--- src/hdl/slcd_pkg.sv ---
// Shared types, codes and segment font tables of the segment LCD engine.
`default_nettype none

package slcd_pkg;

    localparam int KIND_W    = 2;
    localparam int POS_W     = 6;
    localparam int CODE_W    = 6;
    localparam int BYTE_W    = 8;
    localparam int WORD_W    = 16;
    localparam int CNT_W     = 10;
    localparam int CFG_IDX_W = 1;
    localparam int N_OPS     = 3;
    localparam int OPCNT_W   = 2;

    // Request kinds on the input channel.
    localparam logic [KIND_W-1:0] KIND_WR_DISP  = 2'd0;
    localparam logic [KIND_W-1:0] KIND_WR_BLINK = 2'd1;
    localparam logic [KIND_W-1:0] KIND_REFRESH  = 2'd2;

    // Configuration register indexes.
    localparam logic [CFG_IDX_W-1:0] CFG_BLINK_OFF_START = 1'd0;
    localparam logic [CFG_IDX_W-1:0] CFG_BLINK_PERIOD    = 1'd1;

    localparam logic [CNT_W-1:0] BLINK_OFF_START_RST = 10'd300;
    localparam logic [CNT_W-1:0] BLINK_PERIOD_RST    = 10'd600;

    // Positions from this one up use the big font.
    localparam logic [POS_W-1:0] SPLIT_POS = 6'd21;

    typedef enum logic [1:0] {
        CMD_WR_DISP,
        CMD_WR_BLINK,
        CMD_REFRESH
    } slcd_cmd_kind_t;

    // One byte update: new = (old & keep) | set.
    typedef struct packed {
        logic [POS_W-1:0]  addr;
        logic [BYTE_W-1:0] keep;
        logic [BYTE_W-1:0] set;
    } slcd_op_t;

    typedef struct packed {
        slcd_cmd_kind_t         kind;
        logic [OPCNT_W-1:0]     n_ops;
        slcd_op_t [N_OPS-1:0]   ops;
    } slcd_cmd_t;

    function automatic logic [BYTE_W-1:0] small_pat(input logic [CODE_W-1:0] code);
        logic [BYTE_W-1:0] p;
        case (code)
            6'd0:    p = 8'hAF;
            6'd1:    p = 8'h06;
            6'd2:    p = 8'h6D;
            6'd3:    p = 8'h4F;
            6'd4:    p = 8'hC6;
            6'd5:    p = 8'hCB;
            6'd6:    p = 8'hEB;
            6'd7:    p = 8'h0E;
            6'd8:    p = 8'hEF;
            6'd9:    p = 8'hCF;
            6'd10:   p = 8'hEE;
            6'd11:   p = 8'hE3;
            6'd12:   p = 8'hA9;
            6'd13:   p = 8'h67;
            6'd14:   p = 8'hE9;
            6'd15:   p = 8'hE8;
            6'd16:   p = 8'hAB;
            6'd17:   p = 8'hE6;
            6'd18:   p = 8'hA0;
            6'd19:   p = 8'h07;
            6'd20:   p = 8'hE5;
            6'd21:   p = 8'hA1;
            6'd22:   p = 8'hA7;
            6'd23:   p = 8'h62;
            6'd24:   p = 8'h63;
            6'd25:   p = 8'hEC;
            6'd26:   p = 8'hCE;
            6'd27:   p = 8'h60;
            6'd28:   p = 8'hCB;
            6'd29:   p = 8'hE1;
            6'd30:   p = 8'hA7;
            6'd31:   p = 8'h21;
            6'd32:   p = 8'hE1;
            6'd33:   p = 8'hC4;
            6'd34:   p = 8'hC7;
            6'd35:   p = 8'h41;
            6'd36:   p = 8'h40;
            6'd37:   p = 8'h01;
            default: p = 8'h00;
        endcase
        return p;
    endfunction

    function automatic logic [BYTE_W-1:0] big_pat(input logic [CODE_W-1:0] code);
        logic [BYTE_W-1:0] p;
        case (code)
            6'd0:    p = 8'hF5;
            6'd1:    p = 8'h60;
            6'd2:    p = 8'hB6;
            6'd3:    p = 8'hF2;
            6'd4:    p = 8'h63;
            6'd5:    p = 8'hD3;
            6'd6:    p = 8'hD7;
            6'd7:    p = 8'h70;
            6'd8:    p = 8'hF7;
            6'd9:    p = 8'hF3;
            6'd10:   p = 8'h77;
            6'd11:   p = 8'hC7;
            6'd12:   p = 8'h95;
            6'd13:   p = 8'hE6;
            6'd14:   p = 8'h97;
            6'd15:   p = 8'h17;
            6'd16:   p = 8'hF3;
            6'd17:   p = 8'h85;
            6'd18:   p = 8'h46;
            6'd19:   p = 8'hC6;
            6'd20:   p = 8'h37;
            6'd21:   p = 8'h73;
            6'd22:   p = 8'hD3;
            6'd23:   p = 8'h87;
            6'd24:   p = 8'hE5;
            6'd25:   p = 8'h67;
            6'd26:   p = 8'hE3;
            default: p = 8'h00;
        endcase
        return p;
    endfunction

endpackage

`default_nettype wire

--- src/hdl/segment_lcd_font_and_blink_scan_top.sv ---
// Top level of the segment LCD engine: font front end, queue, store RAMs, scan back end.
//
//  Channel  Direction  Handshake            Payload
//  -------  ---------  -------------------  --------------------------------------------
//  cfg      in         cfg_we               cfg_index, cfg_wdata (10 bit)
//  s_       in         s_valid / s_ready    s_kind, s_position, s_char_code
//  m_       out        m_valid / m_ready    m_ram_address, m_segment_word, m_blank_phase
//
// A request is taken by the combinational front end and waits in a two-entry queue.
// For a character write the back end reads and then writes each byte it touches
// (one to three), as the store RAM has a registered read and a single write port.
// A refresh does a dual read of both stores, then builds the frame.
// After reset no clearing pass runs: a valid bit per store byte makes unwritten
// bytes read as all segments off, so requests are taken straight after reset.
// The queue takes requests until full while the back end waits on a full output register.
`default_nettype none

module segment_lcd_font_and_blink_scan_top #(
    parameter int RAM_BYTES = 42
) (
    input  wire logic                              aclk,
    input  wire logic                              aresetn,
    input  wire logic                              cfg_we,
    input  wire logic [slcd_pkg::CFG_IDX_W-1:0]    cfg_index,
    input  wire logic [slcd_pkg::CNT_W-1:0]        cfg_wdata,
    input  wire logic                              s_valid,
    output logic                                   s_ready,
    input  wire logic [slcd_pkg::KIND_W-1:0]       s_kind,
    input  wire logic [slcd_pkg::POS_W-1:0]        s_position,
    input  wire logic [slcd_pkg::CODE_W-1:0]       s_char_code,
    output logic                                   m_valid,
    input  wire logic                              m_ready,
    output logic [slcd_pkg::POS_W-1:0]             m_ram_address,
    output logic [slcd_pkg::WORD_W-1:0]            m_segment_word,
    output logic                                   m_blank_phase
);

    localparam int AW = $clog2(RAM_BYTES);

    // Front end to queue.
    logic                q_push;
    logic                q_full;
    slcd_pkg::slcd_cmd_t push_cmd;

    // Queue to back end.
    logic                q_valid;
    logic                q_pop;
    slcd_pkg::slcd_cmd_t q_cmd;

    // Back end to the store RAMs.
    logic                           disp_we;
    logic                           blink_we;
    logic [AW-1:0]                  wr_addr;
    logic [slcd_pkg::BYTE_W-1:0]    wr_data;
    logic                           rd_en;
    logic [AW-1:0]                  rd_addr_a;
    logic [AW-1:0]                  rd_addr_b;
    logic [slcd_pkg::BYTE_W-1:0]    disp_rdata_a;
    logic [slcd_pkg::BYTE_W-1:0]    disp_rdata_b;
    logic [slcd_pkg::BYTE_W-1:0]    blink_rdata_a;
    logic [slcd_pkg::BYTE_W-1:0]    blink_rdata_b;

    // The front end drops writes beyond the store and unused kinds, so they
    // never occupy the queue.
    slcd_front #(
        .RAM_BYTES (RAM_BYTES)
    ) u_front (
        .s_valid     (s_valid),
        .s_ready     (s_ready),
        .s_kind      (s_kind),
        .s_position  (s_position),
        .s_char_code (s_char_code),
        .q_full      (q_full),
        .q_push      (q_push),
        .q_cmd       (push_cmd)
    );

    slcd_queue #(
        .DEPTH (2)
    ) u_queue (
        .aclk     (aclk),
        .aresetn  (aresetn),
        .push     (q_push),
        .push_cmd (push_cmd),
        .full     (q_full),
        .pop      (q_pop),
        .q_valid  (q_valid),
        .q_cmd    (q_cmd)
    );

    // The back end runs one command at a time: byte updates for writes and
    // the two-byte frame read for refreshes.
    slcd_back #(
        .RAM_BYTES (RAM_BYTES)
    ) u_back (
        .aclk           (aclk),
        .aresetn        (aresetn),
        .cfg_we         (cfg_we),
        .cfg_index      (cfg_index),
        .cfg_wdata      (cfg_wdata),
        .q_valid        (q_valid),
        .q_cmd          (q_cmd),
        .q_pop          (q_pop),
        .disp_we        (disp_we),
        .blink_we       (blink_we),
        .wr_addr        (wr_addr),
        .wr_data        (wr_data),
        .rd_en          (rd_en),
        .rd_addr_a      (rd_addr_a),
        .rd_addr_b      (rd_addr_b),
        .disp_rdata_a   (disp_rdata_a),
        .disp_rdata_b   (disp_rdata_b),
        .blink_rdata_a  (blink_rdata_a),
        .blink_rdata_b  (blink_rdata_b),
        .m_valid        (m_valid),
        .m_ready        (m_ready),
        .m_ram_address  (m_ram_address),
        .m_segment_word (m_segment_word),
        .m_blank_phase  (m_blank_phase)
    );

    // Display store: the segment pattern shown on the glass.
    slcd_ram #(
        .WIDTH (slcd_pkg::BYTE_W),
        .DEPTH (RAM_BYTES)
    ) u_disp_ram (
        .aclk    (aclk),
        .we      (disp_we),
        .waddr   (wr_addr),
        .wdata   (wr_data),
        .re      (rd_en),
        .raddr_a (rd_addr_a),
        .raddr_b (rd_addr_b),
        .rdata_a (disp_rdata_a),
        .rdata_b (disp_rdata_b)
    );

    // Blink store: segments that are blanked from the off-start count to the end of the period.
    slcd_ram #(
        .WIDTH (slcd_pkg::BYTE_W),
        .DEPTH (RAM_BYTES)
    ) u_blink_ram (
        .aclk    (aclk),
        .we      (blink_we),
        .waddr   (wr_addr),
        .wdata   (wr_data),
        .re      (rd_en),
        .raddr_a (rd_addr_a),
        .raddr_b (rd_addr_b),
        .rdata_a (blink_rdata_a),
        .rdata_b (blink_rdata_b)
    );

endmodule

`default_nettype wire

--- src/hdl/slcd_ram.sv ---
// Generic single-write, dual-read RAM with registered read data.
`default_nettype none

module slcd_ram #(
    parameter int WIDTH = 8,
    parameter int DEPTH = 42,
    localparam int AW = $clog2(DEPTH)
) (
    input  wire logic             aclk,
    input  wire logic             we,
    input  wire logic [AW-1:0]    waddr,
    input  wire logic [WIDTH-1:0] wdata,
    input  wire logic             re,
    input  wire logic [AW-1:0]    raddr_a,
    input  wire logic [AW-1:0]    raddr_b,
    output logic      [WIDTH-1:0] rdata_a,
    output logic      [WIDTH-1:0] rdata_b
);

    logic [WIDTH-1:0] mem [DEPTH];

    always_ff @(posedge aclk) begin
        if (we) begin
            mem[waddr] <= wdata;
        end
        if (re) begin
            rdata_a <= mem[raddr_a];
            rdata_b <= mem[raddr_b];
        end
    end

endmodule

`default_nettype wire

--- src/hdl/slcd_front.sv ---
// Front end: accepts requests, looks up the font and builds byte update lists.
`default_nettype none

module slcd_front #(
    parameter int RAM_BYTES = 42
) (
    input  wire logic                          s_valid,
    output logic                               s_ready,
    input  wire logic [slcd_pkg::KIND_W-1:0]   s_kind,
    input  wire logic [slcd_pkg::POS_W-1:0]    s_position,
    input  wire logic [slcd_pkg::CODE_W-1:0]   s_char_code,
    input  wire logic                          q_full,
    output logic                               q_push,
    output slcd_pkg::slcd_cmd_t                q_cmd
);

    localparam logic [slcd_pkg::POS_W:0] RAM_BYTES_W = (slcd_pkg::POS_W + 1)'(RAM_BYTES);

    // Bytes touched by the split digits at the low positions.
    localparam logic [slcd_pkg::POS_W-1:0] ADDR_0  = 6'd0;
    localparam logic [slcd_pkg::POS_W-1:0] ADDR_2  = 6'd2;
    localparam logic [slcd_pkg::POS_W-1:0] ADDR_3  = 6'd3;
    localparam logic [slcd_pkg::POS_W-1:0] ADDR_4  = 6'd4;
    localparam logic [slcd_pkg::POS_W-1:0] ADDR_38 = 6'd38;
    localparam logic [slcd_pkg::POS_W-1:0] ADDR_39 = 6'd39;
    localparam logic [slcd_pkg::POS_W-1:0] ADDR_40 = 6'd40;

    localparam logic [slcd_pkg::POS_W-1:0] POS_0 = 6'd0;
    localparam logic [slcd_pkg::POS_W-1:0] POS_1 = 6'd1;
    localparam logic [slcd_pkg::POS_W-1:0] POS_2 = 6'd2;
    localparam logic [slcd_pkg::POS_W-1:0] POS_3 = 6'd3;

    function automatic slcd_pkg::slcd_op_t mk_op(
        input logic [slcd_pkg::POS_W-1:0]  addr,
        input logic [slcd_pkg::BYTE_W-1:0] keep,
        input logic [slcd_pkg::BYTE_W-1:0] set
    );
        slcd_pkg::slcd_op_t op;
        op.addr = addr;
        op.keep = keep;
        op.set  = set;
        return op;
    endfunction

    logic [slcd_pkg::BYTE_W-1:0] sp;
    logic [slcd_pkg::BYTE_W-1:0] bp;
    logic                        pos_ok;
    logic                        useful;

    assign sp     = slcd_pkg::small_pat(s_char_code);
    assign bp     = slcd_pkg::big_pat(s_char_code);
    assign pos_ok = {1'b0, s_position} < RAM_BYTES_W;

    always_comb begin
        q_cmd       = '0;
        q_cmd.kind  = slcd_pkg::CMD_REFRESH;
        useful      = 1'b0;
        case (s_kind)
            slcd_pkg::KIND_WR_DISP, slcd_pkg::KIND_WR_BLINK: begin
                useful     = pos_ok;
                q_cmd.kind = (s_kind == slcd_pkg::KIND_WR_DISP) ?
                             slcd_pkg::CMD_WR_DISP : slcd_pkg::CMD_WR_BLINK;
                if (s_position >= slcd_pkg::SPLIT_POS) begin
                    q_cmd.n_ops  = 2'd1;
                    q_cmd.ops[0] = mk_op(s_position, 8'h00, bp);
                end else begin
                    case (s_position)
                        POS_0: begin
                            q_cmd.n_ops  = 2'd2;
                            q_cmd.ops[0] = mk_op(ADDR_0, 8'h0F, {sp[3:0], 4'h0});
                            q_cmd.ops[1] = mk_op(ADDR_2, 8'hF0, {4'h0, sp[7:4]});
                        end
                        POS_1: begin
                            q_cmd.n_ops  = 2'd3;
                            q_cmd.ops[0] = mk_op(ADDR_39, 8'hF7, sp & 8'h08);
                            q_cmd.ops[1] = mk_op(ADDR_38, 8'h1F, sp & 8'hE0);
                            q_cmd.ops[2] = mk_op(ADDR_40, 8'hF0, {4'h0, sp[2:0], 1'b0});
                        end
                        POS_2: begin
                            q_cmd.n_ops  = 2'd2;
                            q_cmd.ops[0] = mk_op(ADDR_38, 8'hF0, sp & 8'h0F);
                            q_cmd.ops[1] = mk_op(ADDR_2, 8'h0F, sp & 8'hF0);
                        end
                        POS_3: begin
                            // Both splices into byte 4 are merged into one update.
                            q_cmd.n_ops  = 2'd2;
                            q_cmd.ops[0] = mk_op(ADDR_3, 8'hF7, sp & 8'h08);
                            q_cmd.ops[1] = mk_op(ADDR_4, 8'h11,
                                                 (sp & 8'hE0) | {4'h0, sp[2:0], 1'b0});
                        end
                        default: begin
                            q_cmd.n_ops  = 2'd1;
                            q_cmd.ops[0] = mk_op(s_position, 8'h00, sp);
                        end
                    endcase
                end
            end
            slcd_pkg::KIND_REFRESH: begin
                useful     = 1'b1;
                q_cmd.kind = slcd_pkg::CMD_REFRESH;
            end
            default: begin
                useful = 1'b0;
            end
        endcase
    end

    assign s_ready = !q_full;
    assign q_push  = s_valid && s_ready && useful;

endmodule

`default_nettype wire

--- src/hdl/slcd_queue.sv ---
// Short command queue between the front end and the back end.
`default_nettype none

module slcd_queue #(
    parameter int DEPTH = 2
) (
    input  wire logic                aclk,
    input  wire logic                aresetn,
    input  wire logic                push,
    input  wire slcd_pkg::slcd_cmd_t push_cmd,
    output logic                     full,
    input  wire logic                pop,
    output logic                     q_valid,
    output slcd_pkg::slcd_cmd_t      q_cmd
);

    localparam int PW = (DEPTH > 1) ? $clog2(DEPTH) : 1;
    localparam int CW = $clog2(DEPTH + 1);
    localparam logic [PW-1:0] LAST_PTR = PW'(DEPTH - 1);
    localparam logic [CW-1:0] DEPTH_C  = CW'(DEPTH);

    slcd_pkg::slcd_cmd_t mem_reg [DEPTH];
    logic [PW-1:0] wptr_reg;
    logic [PW-1:0] rptr_reg;
    logic [CW-1:0] count_reg;
    logic          do_push;
    logic          do_pop;

    assign full    = (count_reg == DEPTH_C);
    assign q_valid = (count_reg != '0);
    assign q_cmd   = mem_reg[rptr_reg];
    assign do_push = push && !full;
    assign do_pop  = pop && q_valid;

    always_ff @(posedge aclk) begin
        if (!aresetn) begin
            wptr_reg  <= '0;
            rptr_reg  <= '0;
            count_reg <= '0;
        end else begin
            if (do_push) begin
                wptr_reg <= (wptr_reg == LAST_PTR) ? '0 : wptr_reg + 1'b1;
            end
            if (do_pop) begin
                rptr_reg <= (rptr_reg == LAST_PTR) ? '0 : rptr_reg + 1'b1;
            end
            case ({do_push, do_pop})
                2'b10:   count_reg <= count_reg + 1'b1;
                2'b01:   count_reg <= count_reg - 1'b1;
                default: count_reg <= count_reg;
            endcase
        end
    end

    always_ff @(posedge aclk) begin
        if (do_push) begin
            mem_reg[wptr_reg] <= push_cmd;
        end
    end

endmodule

`default_nettype wire

--- src/hdl/slcd_back.sv ---
// Back end: byte read-modify-write sequencer, refresh scan and blink counter.
`default_nettype none

module slcd_back #(
    parameter int RAM_BYTES = 42,
    localparam int AW = $clog2(RAM_BYTES)
) (
    input  wire logic                              aclk,
    input  wire logic                              aresetn,
    // configuration
    input  wire logic                              cfg_we,
    input  wire logic [slcd_pkg::CFG_IDX_W-1:0]    cfg_index,
    input  wire logic [slcd_pkg::CNT_W-1:0]        cfg_wdata,
    // command queue
    input  wire logic                              q_valid,
    input  wire slcd_pkg::slcd_cmd_t               q_cmd,
    output logic                                   q_pop,
    // store RAMs
    output logic                                   disp_we,
    output logic                                   blink_we,
    output logic [AW-1:0]                          wr_addr,
    output logic [slcd_pkg::BYTE_W-1:0]            wr_data,
    output logic                                   rd_en,
    output logic [AW-1:0]                          rd_addr_a,
    output logic [AW-1:0]                          rd_addr_b,
    input  wire logic [slcd_pkg::BYTE_W-1:0]       disp_rdata_a,
    input  wire logic [slcd_pkg::BYTE_W-1:0]       disp_rdata_b,
    input  wire logic [slcd_pkg::BYTE_W-1:0]       blink_rdata_a,
    input  wire logic [slcd_pkg::BYTE_W-1:0]       blink_rdata_b,
    // result channel
    output logic                                   m_valid,
    input  wire logic                              m_ready,
    output logic [slcd_pkg::POS_W-1:0]             m_ram_address,
    output logic [slcd_pkg::WORD_W-1:0]            m_segment_word,
    output logic                                   m_blank_phase
);

    localparam logic [slcd_pkg::POS_W:0] RAM_BYTES_W = (slcd_pkg::POS_W + 1)'(RAM_BYTES);

    typedef enum logic [2:0] {
        ST_IDLE,
        ST_OP_RD,
        ST_OP_WR,
        ST_SCAN_RD,
        ST_SCAN_OUT
    } state_t;

    state_t                            state_reg, state_next;
    slcd_pkg::slcd_cmd_t               cmd_reg, cmd_next;
    logic [slcd_pkg::OPCNT_W-1:0]      op_idx_reg, op_idx_next;
    logic [RAM_BYTES-1:0]              disp_vld_reg, disp_vld_next;
    logic [RAM_BYTES-1:0]              blink_vld_reg, blink_vld_next;
    logic                              dv_a_reg, dv_a_next, dv_b_reg, dv_b_next;
    logic                              bv_a_reg, bv_a_next, bv_b_reg, bv_b_next;
    logic [slcd_pkg::POS_W-1:0]        scan_reg, scan_next;
    logic [slcd_pkg::CNT_W-1:0]        blink_cnt_reg, blink_cnt_next;
    logic [slcd_pkg::CNT_W-1:0]        off_start_reg, off_start_next;
    logic [slcd_pkg::CNT_W-1:0]        period_reg, period_next;
    logic                              m_valid_reg, m_valid_next;
    logic [slcd_pkg::POS_W-1:0]        m_addr_reg, m_addr_next;
    logic [slcd_pkg::WORD_W-1:0]       m_word_reg, m_word_next;
    logic                              m_blank_reg, m_blank_next;

    slcd_pkg::slcd_op_t                cur_op;
    logic [slcd_pkg::POS_W:0]          scan_plus1;
    logic [slcd_pkg::POS_W:0]          scan_plus2;
    logic [AW-1:0]                     scan_j;
    logic [slcd_pkg::CNT_W-1:0]        cnt_inc;
    logic [slcd_pkg::BYTE_W-1:0]       old_byte;
    logic [slcd_pkg::BYTE_W-1:0]       d0, d1, b0, b1;
    logic                              blank;
    logic                              out_free;
    logic                              is_disp;

    assign cur_op     = cmd_reg.ops[op_idx_reg];
    assign is_disp    = (cmd_reg.kind == slcd_pkg::CMD_WR_DISP);
    assign scan_plus1 = {1'b0, scan_reg} + 1'b1;
    assign scan_plus2 = {1'b0, scan_reg} + 2'd2;
    assign scan_j     = (scan_plus1 == RAM_BYTES_W) ? '0 : scan_plus1[AW-1:0];
    assign cnt_inc    = blink_cnt_reg + 1'b1;
    assign blank      = (blink_cnt_reg >= off_start_reg);
    assign out_free   = !m_valid_reg || m_ready;

    assign old_byte = is_disp ? (dv_a_reg ? disp_rdata_a : '0)
                              : (bv_a_reg ? blink_rdata_a : '0);

    always_comb begin
        d0 = dv_a_reg ? disp_rdata_a : '0;
        d1 = dv_b_reg ? disp_rdata_b : '0;
        b0 = bv_a_reg ? blink_rdata_a : '0;
        b1 = bv_b_reg ? blink_rdata_b : '0;
        if (blank) begin
            d0 = d0 & ~b0;
            d1 = d1 & ~b1;
        end
    end

    assign rd_en     = (state_reg == ST_OP_RD) || (state_reg == ST_SCAN_RD);
    assign rd_addr_a = (state_reg == ST_OP_RD) ? cur_op.addr[AW-1:0] : scan_reg[AW-1:0];
    assign rd_addr_b = scan_j;
    assign wr_addr   = cur_op.addr[AW-1:0];
    assign wr_data   = (old_byte & cur_op.keep) | cur_op.set;
    assign disp_we   = (state_reg == ST_OP_WR) && is_disp;
    assign blink_we  = (state_reg == ST_OP_WR) && !is_disp;
    assign q_pop     = (state_reg == ST_IDLE) && q_valid;

    always_comb begin
        state_next     = state_reg;
        cmd_next       = cmd_reg;
        op_idx_next    = op_idx_reg;
        disp_vld_next  = disp_vld_reg;
        blink_vld_next = blink_vld_reg;
        dv_a_next      = dv_a_reg;
        dv_b_next      = dv_b_reg;
        bv_a_next      = bv_a_reg;
        bv_b_next      = bv_b_reg;
        scan_next      = scan_reg;
        blink_cnt_next = blink_cnt_reg;
        off_start_next = off_start_reg;
        period_next    = period_reg;
        m_valid_next   = m_valid_reg && !m_ready;
        m_addr_next    = m_addr_reg;
        m_word_next    = m_word_reg;
        m_blank_next   = m_blank_reg;

        if (cfg_we) begin
            case (cfg_index)
                slcd_pkg::CFG_BLINK_OFF_START: off_start_next = cfg_wdata;
                slcd_pkg::CFG_BLINK_PERIOD:    period_next    = cfg_wdata;
                default: ;
            endcase
        end

        if (rd_en) begin
            dv_a_next = disp_vld_reg[rd_addr_a];
            dv_b_next = disp_vld_reg[rd_addr_b];
            bv_a_next = blink_vld_reg[rd_addr_a];
            bv_b_next = blink_vld_reg[rd_addr_b];
        end

        case (state_reg)
            ST_IDLE: begin
                if (q_valid) begin
                    cmd_next    = q_cmd;
                    op_idx_next = '0;
                    state_next  = (q_cmd.kind == slcd_pkg::CMD_REFRESH) ?
                                  ST_SCAN_RD : ST_OP_RD;
                end
            end
            ST_OP_RD: begin
                state_next = ST_OP_WR;
            end
            ST_OP_WR: begin
                if (is_disp) begin
                    disp_vld_next[wr_addr] = 1'b1;
                end else begin
                    blink_vld_next[wr_addr] = 1'b1;
                end
                if (op_idx_reg == cmd_reg.n_ops - 1'b1) begin
                    state_next = ST_IDLE;
                end else begin
                    op_idx_next = op_idx_reg + 1'b1;
                    state_next  = ST_OP_RD;
                end
            end
            ST_SCAN_RD: begin
                state_next = ST_SCAN_OUT;
            end
            ST_SCAN_OUT: begin
                if (out_free) begin
                    m_valid_next = 1'b1;
                    m_addr_next  = scan_reg;
                    m_word_next  = {d1[7:4], d0[7:4], d1[3:0], d0[3:0]};
                    m_blank_next = blank;
                    scan_next    = (scan_plus2 >= RAM_BYTES_W) ? 6'd1 :
                                   scan_plus2[slcd_pkg::POS_W-1:0];
                    blink_cnt_next = (cnt_inc >= period_reg) ? '0 : cnt_inc;
                    state_next   = ST_IDLE;
                end
            end
            default: begin
                state_next = ST_IDLE;
            end
        endcase
    end

    always_ff @(posedge aclk) begin
        if (!aresetn) begin
            state_reg     <= ST_IDLE;
            op_idx_reg    <= '0;
            disp_vld_reg  <= '0;
            blink_vld_reg <= '0;
            scan_reg      <= 6'd1;
            blink_cnt_reg <= '0;
            off_start_reg <= slcd_pkg::BLINK_OFF_START_RST;
            period_reg    <= slcd_pkg::BLINK_PERIOD_RST;
            m_valid_reg   <= 1'b0;
        end else begin
            state_reg     <= state_next;
            op_idx_reg    <= op_idx_next;
            disp_vld_reg  <= disp_vld_next;
            blink_vld_reg <= blink_vld_next;
            scan_reg      <= scan_next;
            blink_cnt_reg <= blink_cnt_next;
            off_start_reg <= off_start_next;
            period_reg    <= period_next;
            m_valid_reg   <= m_valid_next;
        end
        cmd_reg     <= cmd_next;
        dv_a_reg    <= dv_a_next;
        dv_b_reg    <= dv_b_next;
        bv_a_reg    <= bv_a_next;
        bv_b_reg    <= bv_b_next;
        m_addr_reg  <= m_addr_next;
        m_word_reg  <= m_word_next;
        m_blank_reg <= m_blank_next;
    end

    assign m_valid        = m_valid_reg;
    assign m_ram_address  = m_addr_reg;
    assign m_segment_word = m_word_reg;
    assign m_blank_phase  = m_blank_reg;

endmodule

`default_nettype wire

--- config.mk ---
export PLATFORM = sky130hd
export DESIGN_NAME = segment_lcd_font_and_blink_scan_top
export DESIGN_NICKNAME = d
export VERILOG_FILES = /design/src/hdl/slcd_pkg.sv /design/src/hdl/segment_lcd_font_and_blink_scan_top.sv /design/src/hdl/slcd_ram.sv /design/src/hdl/slcd_front.sv /design/src/hdl/slcd_queue.sv /design/src/hdl/slcd_back.sv
export SDC_FILE = /design/constraint.sdc
export NUM_CORES = 2
export LEC_CHECK = 0
export CORE_MARGIN = 2
export CORE_UTILIZATION = 35
export DETAILED_ROUTE_END_ITERATION = 10
export DONT_BUFFER_PORTS = 1
export PLACE_DENSITY = 0.58
export RECOVER_POWER = 100
export REMOVE_ABC_BUFFERS = 1
export SYNTH_ARGS = -nofsm -noshare
export SYNTH_HDL_FRONTEND = slang
export SYNTH_SLANG_ARGS = --single-unit
--- constraint.sdc ---
create_clock -name aclk -period 6 [get_ports aclk]
set_input_delay 1.2 -clock aclk [delete_from_list [all_inputs] [get_ports aclk]]
set_output_delay 1.2 -clock aclk [all_outputs]
set_load 0.02 [all_outputs]
After elaboration in Yosys (flattened, before gate mapping) --
Memory sizes are Yosys's and may differ from the RTL's. A register that Yosys moved wholly into a read port is not among the register bits. Cells that the tools add are included.
Word-level totals: bits in registers 227, memories kept 5, bits of input ports 30, logic and storage cells 171, bits in read-only memories 672, bits in writable memories 812
Memory list:
- (no name shown) | words 64, width 7, rd ports 1, clocked after Yosys merged registers in 0, wr ports 0, RTL line slcd_pkg.sv:52 | case (code)
- u_blink_ram.mem | words 42, width 8, rd ports 2, clocked after Yosys merged registers in 2, wr ports 1, RTL line slcd_ram.sv:20 | logic [WIDTH-1:0] mem [DEPTH];
- u_disp_ram.mem | words 42, width 8, rd ports 2, clocked after Yosys merged registers in 2, wr ports 1, RTL line slcd_ram.sv:20
- (no name shown) | words 32, width 7, rd ports 1, clocked after Yosys merged registers in 0, wr ports 0, RTL line slcd_pkg.sv:98 | case (code)
- u_queue.mem_reg | words 2, width 70, rd ports 1, clocked after Yosys merged registers in 1, wr ports 1, RTL line slcd_queue.sv:22 | slcd_pkg::slcd_cmd_t mem_reg [DEPTH];
Cells by class: add/sub/neg operators 9, reductions and logical operators 32, $lt $le $gt $ge 10, equality and inequality tests 18, bitwise gates (word level) 11, muxes and demuxes 56
Operators with widths (number):
- case mux 22 bit (4 select lines) | 2
- OR 42 bit | 2
- 2-to-1 mux 68 bit | 1
- 2-to-1 mux 22 bit | 3
- 2-to-1 mux 8 bit | 8
- binary-select mux 22 bit (select 2 bit) | 1
- 2-to-1 mux 44 bit | 1
- bitwise AND 8 bit | 3
- binary-select mux 1 bit (select 6 bit) | 4
- < comparator 6 x 7 -> 1 bit (second input constant) | 3
- >= comparator 10 bit | 2
- 2-to-1 mux 1 bit | 19
- 2-to-1 mux 6 bit | 3
- NOT 8 bit | 2
- case mux 3 bit (5 select lines) | 1
- AND reduction 2 bit | 7
- == test 6 x 2 -> 1 bit (second input constant) | 2
- case mux 2 bit (2 select lines) | 3
- adder 10 x 1 -> 10 bit (second input constant) | 1
- 2-to-1 mux 10 bit | 1
- 2-to-1 mux 2 bit | 5
- logical AND 1 bit | 9
- == test 2 bit (second input constant) | 4
- OR 8 x 4 -> 8 bit | 1
- 33 further kinds | 48

Depth between registers and ports, before layout --
depth in word-level cells 7, depth in mapped cells 16, mapped depth without buffers 11

By module --
From an unflattened synthesis, not the netlist that was laid out.
Second synthesis, totals: cells, all modules 3745, area total of the unflattened synthesis 52157.5 µm²
Modules (own cells, without submodules):
- slcd_ram | cells each 1056, area each 17135.2 µm², seq. area each 10570.1 µm², times used 2
- slcd_back | cells each 1161, area each 10995.5 µm², seq. area each 5435.2 µm², times used 1
- slcd_queue | cells each 244, area each 5270.1 µm², seq. area each 4304.1 µm², times used 1
- slcd_front | cells each 228, area each 1621.6 µm², seq. area each 0.0 µm², times used 1

Worst setup path after synthesis --
OpenSTA, ideal clock, no wires.
path kind register to register, start point register u_back.op_idx_reg[0] (netlist bit), end point memory u_blink_ram.mem[0][5] (data pin), library setup time 0.856 ns, period minus slack after synthesis 5.538 ns, path slack 0.462 ns, arrival 4.681 ns, stages on the path, launching flop included 6, cell sequence dfxtp_1 -> buf_2 -> buf_1 -> buf_1 -> mux2i_1 -> o21ai_0
On the way: longest elaborated chain between the ends 4
Ends and longest elaborated chain:
- start: declaration | RTL line slcd_back.sv:50 | logic [slcd_pkg::OPCNT_W-1:0] op_idx_reg, op_idx_next;
- start signal: assignment | RTL line slcd_back.sv:200 | op_idx_reg <= op_idx_next;
- binary-select mux 22 bit (select 2 bit) (*) | RTL line slcd_back.sv:75 | assign cur_op = cmd_reg.ops[op_idx_reg];
- 2-to-1 mux 22 bit (not written as such) (*) | RTL line slcd_back.sv:75
- bitwise AND 8 bit | RTL line slcd_back.sv:102 | assign wr_data = (old_byte & cur_op.keep) | cur_op.set;
- OR 8 bit (*) | RTL line slcd_back.sv:102
- via u_back.wr_data, one bit | RTL line slcd_back.sv:22 | output logic [slcd_pkg::BYTE_W-1:0] wr_data,
- end: declaration | RTL line slcd_ram.sv:20
Mark *: on every way through the listed nets, which the timed path passes. The rest lies on a longest branch. The select of a mux whose other input is x is not followed.

Final worst setup path --
start point register u_back.op_idx_reg[0] (netlist bit), end point register u_disp_ram.rdata_a[6] (read register of u_disp_ram.mem) (data pin)
On the way: longest elaborated chain between the ends 3
Ends and longest elaborated chain:
- binary-select mux 22 bit (select 2 bit) | RTL line slcd_back.sv:75
- 2-to-1 mux 22 bit (not written as such) | RTL line slcd_back.sv:75
- 2-to-1 mux 6 bit | RTL line slcd_back.sv:99 | assign rd_addr_a = (state_reg == ST_OP_RD) ? cur_op.addr[AW-1:0] : scan_reg[AW-1:0];
- end: declaration | RTL line slcd_ram.sv:16 | output logic [WIDTH-1:0] rdata_a,
No other way between the ends. The select of a mux whose other input is x is not followed. A chain may end at the register's enable or synchronous reset.

==> run summary <==
Ys Warns - 0
Crit path arrival time - 5590 ps
Number of global-route vias before repair - 34654
Top-area cell type share of the netlist area - 53.5%
Master of the slowest instance on the critical path - clkbuf_2
Status - finished, violations left
Root Buffer - clkbuf_16
TritonCTS Buffers - 103
Die W - 369 µm
Drt initial violations - 5301
DP Worst Slack - 1580 ps
Wire per inst - 27.9 µm
Hold WS - 457 ps
Max cap viols - 19
Detailed placer's ending HPWL - 108000 µm
Hold Crit Class - reg -> reg
Seq. cell area - 27600 µm²
Most used flip-flop cell after synthesis - edfxtp_1
IO Port Bufs - 0
Dpl cells - 5845
Tmin final - 5140 ps
# fillers - 12716
Routed WL - 168000 µm
Worst path max stage delay - 1080 ps
Via count - 36726
Antenna violations before repair - 5
Area grow syn2layout - 11.4%
Post-CTS sizing - 0
Commonest cells after routing, fill and taps aside - nand2_1, edfxtp_1, nand3_1
Tcrit/Tclk final - 85.7%
First-pass GRT wire length - 242000 µm
Postcts setup bufs - 0
TNS Setup - 0 ps
Post-Layout Cell Count - 6039
Footprint of the multi-input gates - 17700 µm²
Worst slew margin - -118%
Overflow after GRT - 0
Global Route Usage Sum - 24.0%
Pre-antenna DRT Iters - 6
Leak pwr - 18.0 nW
Sequential element share of the synthesized area - 59.1%
Via/cell ratio - 6.08
CTS max path bufs - 3
Post-synth ARST share - 0%
Starting Density - 35.2%
Clock Skews - 40.1 ps
Share of layout cells above drive strength 1 - 8.62%
# setup viols final - 0
Pin count of the biggest net entering global routing - 88
Residual DRC - 0
Core Box Area - 133000 µm²
Clock Pin Slew Worst Setup and Hold Paths - 60 ps
Rows - 134
PwrDens - 401 nW/µm²
Design Area, Final - 52100 µm²
Slew Limit Fails - 762
Syn_area_per_cell - 10.9 µm²
Post-synth cell types - 87
Clk_lat worst skew - 730 ps
Layout Nets - 4243
CTS sink count - 964
Startpoint types - flop
Post-synth EDFFs - 833
# IOs - 55
Critical path type - reg -> reg
Cells after Synth - 4273
Crit path capture type - flop
Gpl congestion - 0.968
Die Ht - 369 µm
Most common cell after layout, fill and taps aside - nand2_1
Die ar. - 137000 µm²
Fmax - 194 MHz
Yosys reg bits - 964
Yosys top cell by area - edfxtp_1
RSZ-0062 raised after global routing - no
Largest cells by area after synthesis - edfxtp_1, nand2_1, dfxtp_1, mux2i_1, nand3_1
Pwr Total - 20.9 mW
Final WS setup - 857 ps
Worst path cell trace - nor3b_1 > mux2_8 > clkbuf_2 > mux2i_1 > o221ai_1 > o22ai_1 > o311ai_0
Critical Path RT - 6450 ps
Crit Path Max Fanout - 76
Post-CTS Hold Buffers - 0
Fin util - 39.2%
VDD IR max - 0.302 mV
Synthesized area - 46800 µm²
Routed Antenna Nets - 0
Violated checks - capacitance limit, slew limit
Maximum level of the CTS H-tree - 3
Inserted Diodes - 0
Dpl cell area - 49000 µm²
Slew @ Worst Pin - 3280 ps
Clock tree from TritonCTS - built
Final Hold Vio Count - 0
worst max-delay path: cells and delay by family, from the launching register on:
kind                   cells  cell delay, ps
buffers and inverters      1            1080
AO/OA/AOI/OAI              3            1170
AND/OR/NAND/NOR            1            1010
multiplexers               2            1000
flip-flops                 1             500
kinds of logic (layout without fill, tap and decap cells):
| logic type | after synthesis | in the layout | share of synthesized area [%] |
|---|---|---|---|
| adders and majority gates | 31 | 31 | 0.830 |
| buffers and inverters | 372 | 370 | 3.36 |
| AOI/OAI and AO/OA | 843 | 843 | 12.7 |
| xor gates and xnor gates | 19 | 19 | 0.372 |
| muxes | 277 | 277 | 6.41 |
| DFF | 964 | 964 | 59.1 |
| and+or+nand+nor | 1767 | 1767 | 17.2 |
final timing paths:
path,from,endpoint,slack [ps],depth (start not counted)
min reg2reg,u_back.off_start_reg[9]$_SDFFE_PN0P_,u_back.off_start_reg[9]$_SDFFE_PN0P_,460,2
max reg2reg,u_back.op_idx_reg[0]$_SDFFE_PN0P_,u_disp_ram.rdata_a[6]$_DFFE_PP_,860,7
max,u_back.op_idx_reg[0]$_SDFFE_PN0P_,u_disp_ram.rdata_a[6]$_DFFE_PP_,860,7
min,u_back.off_start_reg[9]$_SDFFE_PN0P_,u_back.off_start_reg[9]$_SDFFE_PN0P_,460,2
layer usage:
metal	routed length (µm)	GRT usage, %
met1	67300	32.5
met2	73100	35.9
met3	17900	5.11
met4	9840	12.6
met5	112	0.605
power breakdown:
part	switching [mW]	leakage (nW)	total [mW]	internal, mW
clock network	2.77	1.66	6.47	3.70
logic	4.12	7.74	5.39	1.27
registers	0.247	8.58	9.01	8.76
total	7.14	18.0	20.9	13.7
cell usage after synthesis (17+ instances only):
cell	count
ha_1	31
mux2_2	76
mux2i_1	190
o22a_1	19
nand2b_1	29
buf_2	113
o22ai_1	26
a31oi_1	128
dfxtp_1	131
edfxtp_1	833
o21ai_0	82
a32oi_1	46
nand2_1	888
a211oi_1	145
nand4_1	26
nor2_1	250
a311oi_1	26
a22o_1	17
inv_1	41
o21a_1	49
and3_1	180
clkbuf_1	187
nor3_1	17
nand3_1	247
a221oi_1	37
nor2b_1	18
or4_1	36
a21oi_1	129
buf_1	22
final cells by class:
class	count	area share, %
repair buffers	134	1.83
multi-input cells	2937	34.0
inverters	42	0.303
clock buffers	142	5.61
clock inverters	52	0.906
well taps	1768	4.25
flip-flops and latches	964	53.1
(Power assumes the default switching activity.)
